==> config.mk <==
export PLATFORM = sky130hd
export DESIGN_NAME = modbus_rtu_response_receiver
export DESIGN_NICKNAME = d
export VERILOG_FILES = /design/src/design/mrtu_rx_pkg.sv /design/src/design/modbus_rtu_response_receiver.sv
export VERILOG_INCLUDE_DIRS = /design/src /design/src/design
export SDC_FILE = /design/constraint.sdc
export NUM_CORES = 1
export LEC_CHECK = 0
export BUFFER_PORTS_ARGS = -buffer_cell sky130_fd_sc_hd__buf_2
export CAP_MARGIN = 20
export CORE_MARGIN = 2
export CORE_UTILIZATION = 38
export CTS_CLUSTER_SIZE = 20
export DETAILED_ROUTE_END_ITERATION = 12
export PLACE_DENSITY_LB_ADDON = 0.1
export SLEW_MARGIN = 20
export SYNTH_ARGS = -nofsm -noshare
export SYNTH_HDL_FRONTEND = slang
export SYNTH_SLANG_ARGS = --single-unit
==> constraint.sdc <==
create_clock -name clk -period 7.6 [get_ports clk]
set_input_delay 0.38 -clock clk [delete_from_list [all_inputs] [get_ports clk]]
set_output_delay 0.38 -clock clk [all_outputs]
set_load 0.05 [all_outputs]
==> src/design/modbus_rtu_response_receiver_defines.svh <==
// Assertion macros for the Modbus RTU reply receiver.
// Included by the top level; expects signals clk and rst_n in scope.
`ifndef MODBUS_RTU_RESPONSE_RECEIVER_DEFINES_SVH
`define MODBUS_RTU_RESPONSE_RECEIVER_DEFINES_SVH

// Same-cycle implication, checked outside reset.
`define MRX_ASSERT_NOW(label, ante, cons, msg) \
    label: assert property (@(posedge clk) disable iff (!rst_n) (ante) |-> (cons)) \
        else $error(msg);

// Next-cycle implication, checked outside reset.
`define MRX_ASSERT_NEXT(label, ante, cons, msg) \
    label: assert property (@(posedge clk) disable iff (!rst_n) (ante) |=> (cons)) \
        else $error(msg);

`endif

==> src/design/mrtu_rx_pkg.sv <==
// Shared types, codes and the byte-wide CRC-16 step for the Modbus RTU reply receiver.
// No dependencies.
package mrtu_rx_pkg;

    localparam logic [1:0] OP_START = 2'd0;
    localparam logic [1:0] OP_BYTE  = 2'd1;
    localparam logic [1:0] OP_TICK  = 2'd2;

    localparam logic [1:0] PH_IDLE = 2'd0;
    localparam logic [1:0] PH_WAIT = 2'd1;
    localparam logic [1:0] PH_RECV = 2'd2;

    localparam logic [1:0] KIND_NONE  = 2'd0;
    localparam logic [1:0] KIND_READ  = 2'd1;
    localparam logic [1:0] KIND_WRITE = 2'd2;

    localparam logic [2:0] ST_OK        = 3'd0;
    localparam logic [2:0] ST_SHORT     = 3'd1;
    localparam logic [2:0] ST_CRC       = 3'd2;
    localparam logic [2:0] ST_EXCEPTION = 3'd3;
    localparam logic [2:0] ST_FRAME     = 3'd4;

    localparam logic RES_BYTE   = 1'b0;
    localparam logic RES_STATUS = 1'b1;

    localparam logic [0:0] REG_TIMEOUT = 1'b0;
    localparam logic [0:0] REG_GAP     = 1'b1;

    localparam logic [15:0] CrcInit      = 16'hFFFF;
    localparam logic [15:0] CrcPoly      = 16'hA001;
    localparam logic [7:0]  ExceptionBit = 8'h80;
    localparam logic [15:0] TimeoutReset = 16'd1000;
    localparam logic [15:0] GapReset     = 16'd4;
    localparam logic [8:0]  MinFrameLen  = 9'd5;
    localparam logic [8:0]  MinEchoLen   = 9'd8;

    typedef struct packed {
        logic [1:0] check_kind;
        logic [6:0] quantity;
        logic [7:0] function_code;
        logic [7:0] slave;
    } armed_t;

    // One byte through the reflected CRC-16, eight shift steps unrolled.
    function automatic logic [15:0] crc16_byte(input logic [15:0] crc_in,
                                               input logic [7:0] data);
        logic [15:0] c;
        c = crc_in ^ {8'h00, data};
        for (int k = 0; k < 8; k++)
        begin
            c = c[0] ? ((c >> 1) ^ CrcPoly) : (c >> 1);
        end
        return c;
    endfunction

endpackage

==> src/design/modbus_rtu_response_receiver.sv <==
// Modbus RTU reply receiver: input register, one pass of logic, result register.
// An accepted input word waits in the input register; when it advances, any result
// word it makes is registered in the result register that drives m_tvalid.
// Throughput: one input word per cycle; the input stalls only while a result word waits.
// Reset (rst_n, asynchronous, active low): idle, counters cleared, CRC all ones,
// timeout_ticks = 1000, gap_ticks = 4, both stages empty. Uses mrtu_rx_pkg and defines.
`include "modbus_rtu_response_receiver_defines.svh"

module modbus_rtu_response_receiver
    import mrtu_rx_pkg::*;
#(
    parameter int MAX_FRAME = 256
)
(
    input  logic        clk,
    input  logic        rst_n,
    // Input stream.
    input  logic        s_tvalid,
    output logic        s_tready,
    // rx_byte[7:0], expected_slave[15:8], expected_function[23:16],
    // expected_quantity[30:24], check_kind[32:31], zero[39:33]
    input  logic [39:0] s_tdata,
    // opcode[1:0]
    input  logic [1:0]  s_tuser,
    // Result stream.
    output logic        m_tvalid,
    input  logic        m_tready,
    // byte_index[7:0], data_byte[15:8], status[18:16], frame_length[27:19], zero[31:28]
    output logic [31:0] m_tdata,
    // result_kind[0]
    output logic [0:0]  m_tuser,
    output logic        m_tlast,
    // Configuration port.
    input  logic        psel,
    input  logic        penable,
    input  logic        pwrite,
    input  logic [2:0]  paddr,
    input  logic [31:0] pwdata,
    output logic [31:0] prdata,
    output logic        pready
);

    localparam logic [8:0] MaxFrameLen = 9'(MAX_FRAME);

    // Configuration registers.
    logic [15:0] timeout_ticks_reg;
    logic [15:0] gap_ticks_reg;

    // Input stage.
    logic        in_valid_reg;
    logic [1:0]  in_op_reg;
    logic [39:0] in_data_reg;

    // Receiver state.
    logic [1:0]  phase_reg, phase_next;
    logic [15:0] wait_count_reg, wait_count_next;
    logic [15:0] silence_count_reg, silence_count_next;
    logic [8:0]  stored_length_reg, stored_length_next;
    logic [15:0] running_crc_reg, running_crc_next;
    armed_t      armed_reg, armed_next;
    logic [7:0]  header_reg [3];
    logic [7:0]  recent_reg [2];

    // Result stage.
    logic        out_valid_reg;
    logic [31:0] out_data_reg;
    logic        out_kind_reg;
    logic        out_last_reg;

    logic        advance;
    logic        cfg_write;
    logic        store_byte;
    logic        emit;
    logic        emit_kind;
    logic [2:0]  emit_status;
    logic [8:0]  emit_length;
    logic [2:0]  final_status;
    logic [15:0] wait_inc;
    logic [15:0] rx_crc;
    logic [8:0]  need_len;

    assign pready    = 1'b1;
    assign cfg_write = psel && penable && pwrite && pready;
    assign prdata    = (paddr[2] == REG_GAP) ? {16'h0000, gap_ticks_reg}
                                             : {16'h0000, timeout_ticks_reg};

    assign advance  = in_valid_reg && (!out_valid_reg || m_tready);
    assign s_tready = !in_valid_reg || advance;

    assign m_tvalid = out_valid_reg;
    assign m_tdata  = out_data_reg;
    assign m_tuser  = out_kind_reg;
    assign m_tlast  = out_last_reg;

    assign wait_inc = wait_count_reg + 16'd1;
    assign rx_crc   = {recent_reg[1], recent_reg[0]};
    assign need_len = MinFrameLen + {1'b0, header_reg[2]};

    // Checks applied when the inter-frame gap closes a reply.
    always_comb
    begin
        final_status = ST_OK;
        if (stored_length_reg < MinFrameLen)
        begin
            final_status = ST_SHORT;
        end
        else if (rx_crc != running_crc_reg)
        begin
            final_status = ST_CRC;
        end
        else if ((header_reg[1] & ExceptionBit) != 8'h00)
        begin
            final_status = ST_EXCEPTION;
        end
        else if (armed_reg.check_kind == KIND_READ)
        begin
            if (header_reg[0] != armed_reg.slave
                || header_reg[1] != armed_reg.function_code
                || header_reg[2] != {armed_reg.quantity, 1'b0}
                || stored_length_reg < need_len)
            begin
                final_status = ST_FRAME;
            end
        end
        else if (armed_reg.check_kind == KIND_WRITE)
        begin
            if (stored_length_reg < MinEchoLen
                || header_reg[0] != armed_reg.slave
                || header_reg[1] != armed_reg.function_code)
            begin
                final_status = ST_FRAME;
            end
        end
    end

    always_comb
    begin
        phase_next         = phase_reg;
        wait_count_next    = wait_count_reg;
        silence_count_next = silence_count_reg;
        stored_length_next = stored_length_reg;
        running_crc_next   = running_crc_reg;
        armed_next         = armed_reg;
        store_byte         = 1'b0;
        emit               = 1'b0;
        emit_kind          = RES_BYTE;
        emit_status        = ST_OK;
        emit_length        = 9'd0;
        case (in_op_reg)
            OP_START:
            begin
                armed_next         = armed_t'(in_data_reg[32:8]);
                phase_next         = PH_WAIT;
                wait_count_next    = 16'd0;
                silence_count_next = 16'd0;
                stored_length_next = 9'd0;
                running_crc_next   = CrcInit;
            end
            OP_BYTE:
            begin
                if (phase_reg != PH_IDLE)
                begin
                    phase_next         = PH_RECV;
                    silence_count_next = 16'd0;
                    if (stored_length_reg < MaxFrameLen)
                    begin
                        store_byte         = 1'b1;
                        emit               = 1'b1;
                        stored_length_next = stored_length_reg + 9'd1;
                        // The CRC trails by two bytes so the received CRC stays out of it.
                        if (stored_length_reg >= 9'd2)
                        begin
                            running_crc_next = crc16_byte(running_crc_reg, recent_reg[0]);
                        end
                    end
                end
            end
            OP_TICK:
            begin
                if (phase_reg == PH_WAIT)
                begin
                    wait_count_next = wait_inc;
                    if (wait_inc >= timeout_ticks_reg)
                    begin
                        phase_next  = PH_IDLE;
                        emit        = 1'b1;
                        emit_kind   = RES_STATUS;
                        emit_status = ST_SHORT;
                    end
                end
                else if (phase_reg == PH_RECV)
                begin
                    if (silence_count_reg >= gap_ticks_reg)
                    begin
                        phase_next  = PH_IDLE;
                        emit        = 1'b1;
                        emit_kind   = RES_STATUS;
                        emit_status = final_status;
                        emit_length = stored_length_reg;
                    end
                    else
                    begin
                        silence_count_next = silence_count_reg + 16'd1;
                    end
                end
            end
            default:
            begin
                emit = 1'b0;
            end
        endcase
    end

    always_ff @(posedge clk or negedge rst_n)
    begin
        if (!rst_n)
        begin
            timeout_ticks_reg <= TimeoutReset;
            gap_ticks_reg     <= GapReset;
        end
        else if (cfg_write)
        begin
            if (paddr[2] == REG_GAP)
            begin
                gap_ticks_reg <= pwdata[15:0];
            end
            else
            begin
                timeout_ticks_reg <= pwdata[15:0];
            end
        end
    end

    always_ff @(posedge clk or negedge rst_n)
    begin
        if (!rst_n)
        begin
            in_valid_reg      <= 1'b0;
            out_valid_reg     <= 1'b0;
            phase_reg         <= PH_IDLE;
            wait_count_reg    <= 16'd0;
            silence_count_reg <= 16'd0;
            stored_length_reg <= 9'd0;
            running_crc_reg   <= CrcInit;
            armed_reg         <= '0;
        end
        else
        begin
            if (s_tready)
            begin
                in_valid_reg <= s_tvalid;
            end
            if (advance && emit)
            begin
                out_valid_reg <= 1'b1;
            end
            else if (m_tready)
            begin
                out_valid_reg <= 1'b0;
            end
            if (advance)
            begin
                phase_reg         <= phase_next;
                wait_count_reg    <= wait_count_next;
                silence_count_reg <= silence_count_next;
                stored_length_reg <= stored_length_next;
                running_crc_reg   <= running_crc_next;
                armed_reg         <= armed_next;
            end
        end
    end

    // Payload registers carry no reset.
    always_ff @(posedge clk)
    begin
        if (s_tready && s_tvalid)
        begin
            in_op_reg   <= s_tuser;
            in_data_reg <= s_tdata;
        end
        if (advance && store_byte)
        begin
            if (stored_length_reg < 9'd3)
            begin
                header_reg[stored_length_reg[1:0]] <= in_data_reg[7:0];
            end
            recent_reg[0] <= recent_reg[1];
            recent_reg[1] <= in_data_reg[7:0];
        end
        if (advance && emit)
        begin
            out_kind_reg <= emit_kind;
            out_last_reg <= emit_kind;
            if (emit_kind == RES_BYTE)
            begin
                out_data_reg <= {4'h0, 9'd0, ST_OK, in_data_reg[7:0],
                                 stored_length_reg[7:0]};
            end
            else
            begin
                out_data_reg <= {4'h0, emit_length, emit_status, 8'h00, 8'h00};
            end
        end
    end

    `MRX_ASSERT_NOW(a_len_bound, 1'b1, stored_length_reg <= MaxFrameLen,
        "stored frame length exceeds the frame limit")
    `MRX_ASSERT_NEXT(a_status_ends, advance && emit && emit_kind == RES_STATUS,
        phase_reg == PH_IDLE, "receiver not idle after a status word")
    `MRX_ASSERT_NOW(a_stall_holds, !s_tready, in_valid_reg && out_valid_reg,
        "input stalled without a full pipeline")

endmodule
# [Word level (Yosys, flattened, before mapping)]
# Memory sizes are Yosys's and may differ from the RTL's.
# Cells that the tools add are included.
[op_classes] eq_ne=20 order_cmp=8 mux=56 n_shift=0 div=0 n_mul=0 reduce_logical=31 n_bitwise=14 n_addsub=4
[op_table] cell="$mux W16" n=17
[op_table] cell="$pmux W16 S2" n=2
[op_table] cell="$pmux W16 S3" n=1
[op_table] cell="$add A16 B1 Y16 const B" n=2
[op_table] cell="$ge A16 B16 Y1" n=2
[op_table] cell="$mux W3" n=10
[op_table] cell="$ne A8 B8 Y1" n=3
[op_table] cell="$not A2 Y3" n=8
[op_table] cell="$mux W9" n=2
[op_table] cell="$pmux W9 S2" n=1
[op_table] cell="$mux W1" n=16
[op_table] cell="$ne A16 B16 Y1" n=1
[op_table] cell="$xor A16 B8 Y16" n=1
[op_table] cell="$ne A2 B2 Y1 const B" n=7
[op_table] cell="$reduce_and A6 Y1" n=2
[op_table] cell="$mux W2" n=5
[op_table] cell="$add A3 B8 Y9 const A" n=1
[op_table] cell="$add A9 B1 Y9 const B" n=1
[op_table] cell="$ge A9 B2 Y1 const B" n=1
[op_table] cell="$lt A9 B2 Y1 const B" n=1
[op_table] cell="$lt A9 B3 Y1 const B" n=1
[op_table] cell="$lt A9 B4 Y1 const B" n=1
[op_table] cell="$lt A9 B9 Y1" n=1
[op_table] cell="$lt A9 B9 Y1 const B" n=1
[op_table] cell="other kinds (17)" n=45
[totals] ramBits=40 in_bits=84 n_memories=2 mem_bits_ro=0 latchBits=0 regBits=186
[memory_table] name="header_reg" words=3 width=8 read_ports=3 rd_clocked_by_memory_dff=0 write_ports=1 line="modbus_rtu_response_receiver.sv:61" rtl="logic [7:0] header_reg [3];"
[memory_table] name="recent_reg" words=2 width=8 read_ports=2 rd_clocked_by_memory_dff=0 write_ports=2 line="modbus_rtu_response_receiver.sv:62" rtl="logic [7:0] recent_reg [2];"

# [Longest topological paths before layout]
# An unclocked memory read counts as a cell.
[logic_depth] word_depth=22 ltp_mapped=14

# [Least setup slack after synthesis]
# No wires, ideal clock.
[synth_path] path_kind="reg2reg" start="register wait_count_reg[6]" end="register out_data_reg[0] (netlist: m_tdata[0]) (enable)" setup_slack_ps=3021 path_stages_with_launch=14 arrival_ps=4164 required_time_ps=7185 setup_ps=415 n_path_buf=2 cell_sequence="dfrtp_1 > clkbuf_1 > nand4_1 > or4_1 > clkbuf_1 > or2_2 > xnor2_1 > ha_1 > nand4_1 > nor3_1 > inv_1 > o31ai_1 > a21oi_1 > nor2_1"
[synth_between] elab_chain_cells=6
[synth_lines] element="start: declaration" line="modbus_rtu_response_receiver.sv:56" rtl="logic [15:0] wait_count_reg, wait_count_next;"
[synth_lines] element="start signal: assignment" line="modbus_rtu_response_receiver.sv:264" rtl="wait_count_reg <= wait_count_next;"
[synth_lines] element="$add A16 B1 Y16" line="modbus_rtu_response_receiver.sv:95" rtl="assign wait_inc = wait_count_reg + 16'd1;"
[synth_lines] element="$ge A16 B16 Y1" line="modbus_rtu_response_receiver.sv:183" rtl="if (wait_inc >= timeout_ticks_reg)"
[synth_lines] element="$mux W1" line="modbus_rtu_response_receiver.sv:183"
[synth_lines] element="$mux W1" line="modbus_rtu_response_receiver.sv:180" rtl="if (phase_reg == PH_WAIT)"
[synth_lines] element="$pmux W1 S2" line="modbus_rtu_response_receiver.sv:149" rtl="case (in_op_reg)"
[synth_lines] element="$logic_and A1 B1 Y1" line="modbus_rtu_response_receiver.sv:290" rtl="if (advance && emit)"
[synth_lines] element="end signal: assignment" line="modbus_rtu_response_receiver.sv:296" rtl="out_data_reg <= {4'h0, 9'd0, ST_OK, in_data_reg[7:0],"
[synth_lines] element="end signal: assignment" line="modbus_rtu_response_receiver.sv:301" rtl="out_data_reg <= {4'h0, emit_length, emit_status, 8'h00, 8'h00};"
[synth_lines] element="end: declaration" line="modbus_rtu_response_receiver.sv:66" rtl="logic [31:0] out_data_reg;"
# Every way passes these cells.
# A chain may end at the register's enable or synchronous reset.

# [Worst setup path in the final report]
[layout_path] start="register wait_count_reg[2]" end="register out_data_reg[13] (netlist: m_tdata[13]) (enable)"
# Same word-level chain as after synthesis.

==> results.json <==
{
  "worstMarginPinSlew_ns": 1.05,
  "min_period_ns": 4.29,
  "finalCritPeriodShare_pct": 56.5,
  "fp.coreArea_mm2": 0.0280,
  "clkSinkCount": 222,
  "clkPwrFrac_pct": 33.9,
  "synth_cells": 900,
  "htree_num_levels": 1,
  "io_pins": 153,
  "slew_headroom_pct": 29.7,
  "antenna_found_initial": 1,
  "numCtsBuffers": 26,
  "die-area_mm2": 0.0300,
  "synth_edf_count": 104,
  "cp.required_ns": 7.79,
  "gp_congestion": 0.800,
  "final.setup.worst_slack_ns": 3.31,
  "stdcell_count": 1415,
  "grt_max_degree": 66,
  "status": "finished, final reports clean",
  "dpl.hpwl_mm": 17.1,
  "syn_avg_cell_area_um2": 12.1,
  "yosysSeqAreaShare_pct": 56.1,
  "cts_hold_buffers": 1,
  "synth_top_flop_cell": "edfxtp_1",
  "wire_per_inst_um": 17.2,
  "grt-ovfl-total": 0,
  "leakage_nw": 5.36,
  "cp_data_arrival_time_ns": 4.48,
  "cp_max_fo": 29,
  "synth.distinct_cells": 61,
  "grt_pass1_vias": 6930,
  "diodes": 0,
  "cts_tree": "built",
  "cts_resized": 0,
  "endpoint_kind": "flip-flop",
  "dr_total_vias": 6967,
  "portBuffers": 106,
  "routed_via_density": 4.92,
  "switching_share_pct": 31.1,
  "vdd_ir_drop_max_mv": 0.171,
  "place_ws_ns": 3.31,
  "synth_warnings": 0,
  "synth-async-reset-ratio_pct": 53.2,
  "yosys-top-cells-area": "edfxtp_1 (29%), dfrtp_1 (22%), ha_1 (6.4%)",
  "path_class": "flip-flop to flip-flop",
  "p_seq_share_pct": 42.3,
  "setup_viol": 0,
  "fin_nets": 1157,
  "hold_viol_final": 0,
  "design_area_mm2": 0.0127,
  "synth_top_area_share_pct": 28.7,
  "syn_area_mm2": 0.0109,
  "cap_violations": 0,
  "areaGrowthSynthToFinish_pct": 16.9,
  "place_area_mm2": 0.0117,
  "synth_largest_area_cell": "edfxtp_1",
  "finalPower_mw": 3.91,
  "rsz0062_at_grt": "false",
  "drv_slew": 0,
  "hold_class": "primary input to flip-flop",
  "powerDensity_mw_per_mm2": 307,
  "max-clock-path-buffers": 3,
  "rows": 61,
  "route.detailed.drc": 0,
  "start_kind": "flip-flop",
  "drive_gt1_share_pct": 23.8,
  "antenna_left": 0,
  "grt_util_all_layers_pct": 16.4,
  "p_comb_share_pct": 23.9,
  "fin_setup_tns_ns": 0,
  "ys_seq_elements": 222,
  "drtIter0Drc": 363,
  "fin_skew_ns": 0.0144,
  "clockRootBuffer": "clkbuf_16",
  "largest_register_ffs": 33,
  "first_pass_iters": 4,
  "clkTransAtPathRegs_ns": 0.06,
  "post_cts.repair.setup_buffers": 0,
  "grt_pass1_wl_mm": 39.2,
  "intPower_mw": 2.69,
  "die_w_um": 173,
  "p_sw_mw": 1.21,
  "die_y_um": 173,
  "initial_utilization_pct": 38.8,
  "routed_wl_mm": 24.3,
  "max_freq_mhz": 233,
  "clock_latency_ns": 0.53,
  "dp.cells": 1360
}
-- cell usage after synthesis, types with 8 or more instances --
| master | number |
|---|---|
| edfxtp_1 | 104 |
| dfrtp_1 | 95 |
| nand2_1 | 76 |
| mux2_2 | 60 |
| ha_1 | 56 |
| inv_1 | 49 |
| o21ai_0 | 47 |
| xor2_1 | 42 |
| nor2_1 | 34 |
| and2_1 | 32 |
| xnor2_1 | 32 |
| nand3_1 | 24 |
| dfstp_2 | 23 |
| buf_4 | 22 |
| clkbuf_1 | 21 |
| a21oi_1 | 18 |
| nand4_1 | 15 |
| o22a_1 | 14 |
| and3_1 | 11 |
| nor4_1 | 10 |
| o31ai_1 | 9 |
| nor3_1 | 8 |
-- cell usage in the layout (no fill, tap or decap), types with 6 or more instances in the layout --
cell,synthesis,routed
dfstp_2,23,23
and2_1,32,32
o31ai_1,9,9
nand3b_1,6,6
nor2_1,34,33
and4_1,6,6
xor2_1,42,42
nand3_1,24,24
buf_2,5,105
clkinv_2,0,6
o21ai_0,47,47
nand2_1,76,76
inv_1,49,49
xnor2_1,32,32
o22a_1,14,14
a211o_1,6,6
buf_4,22,7
mux2_2,60,60
a31oi_1,6,6
nor4_1,10,10
nor3_1,8,8
dfrtp_1,95,95
edfxtp_1,104,104
ha_1,56,56
nand4_1,15,15
clkbuf_16,0,26
a21oi_1,18,18
conb_1,2,21
dlygate4sd3_1,0,6
nand2b_1,6,6
and3_1,11,11
a21o_1,6,6
-- through the flow --
step                      hold slack (ns)  util, %
after global placement              0.454     41.8
after detailed placement            0.456     41.8
after floorplan                    0.0844        -
after CTS                        0.000190     45.1
final                              0.0260     45.4
after global routing             0.000349     45.4
-- worst max-delay path, cell delays in order (launching register included) --
cell     delay [ns]
dfrtp_1        0.45
nand4_1        0.20
or4_1          0.63
or2_2          0.38
xnor2_1        0.14
ha_1           0.31
nand4_1        0.14
nor3_1         0.27
inv_1          0.08
o31ai_1        0.57
a21oi_1        0.22
nor2_2         0.14
buf_4          0.37
-- worst paths after layout --
kind	slack [ns]	depth (start not counted)	start	to
hold / removal	0.03	1	s_tdata[5]	in_data_reg[5]
setup / recovery	3.31	12	wait_count_reg[2]	m_tdata[13]
hold reg to reg	0.47	0	recent_reg[0][10]	recent_reg[0][2]
min in group asynchronous	0.47	2	rst_n	silence_count_reg[2]
setup reg to reg	3.31	12	wait_count_reg[2]	m_tdata[13]
max in group asynchronous	5.76	3	rst_n	armed_reg[9]
-- power groups by stage --
stage	Clock, mW	Sequential (mW)	Combinational (mW)
finish	1.32	1.65	0.933
global route	1.41	1.68	1.04
CTS	1.36	1.66	0.940
detailed placement	0	1.68	0.935
global placement	0	1.68	0.930
floorplan	0	1.65	0.708
-- final cells by class --
type                    instances  area, µm²
clock buffers                  32        693
clock inverters                16        224
fillers                      2592      15300
inverters                      49        184
multi-input cells             599       4380
flip-flops and latches        222       6100
well taps                     378        473
repair buffers                119        653
-- cells by family after synthesis --
logic type	count (synthesis)	synth area share [%]
mux	62	6.40
fa+ha+maj	56	6.44
compound gates	138	8.72
xor+xnor	75	6.17
flops	222	56.1
buf+inv	98	4.27
other cells	2	0.0691
simple gates	247	11.8
-- per-layer routing --
metal  global-route usage, %  wire length [µm]  vias to the layer above
met5                       0                 0                        -
met4                    3.95               496                        0
met3                    2.13              1040                       35
met2                    24.4             10300                      132
met1                    25.1             12500                     3357
li1                        -                 -                     3443
Note: power is estimated with default switching activity, not from simulation.
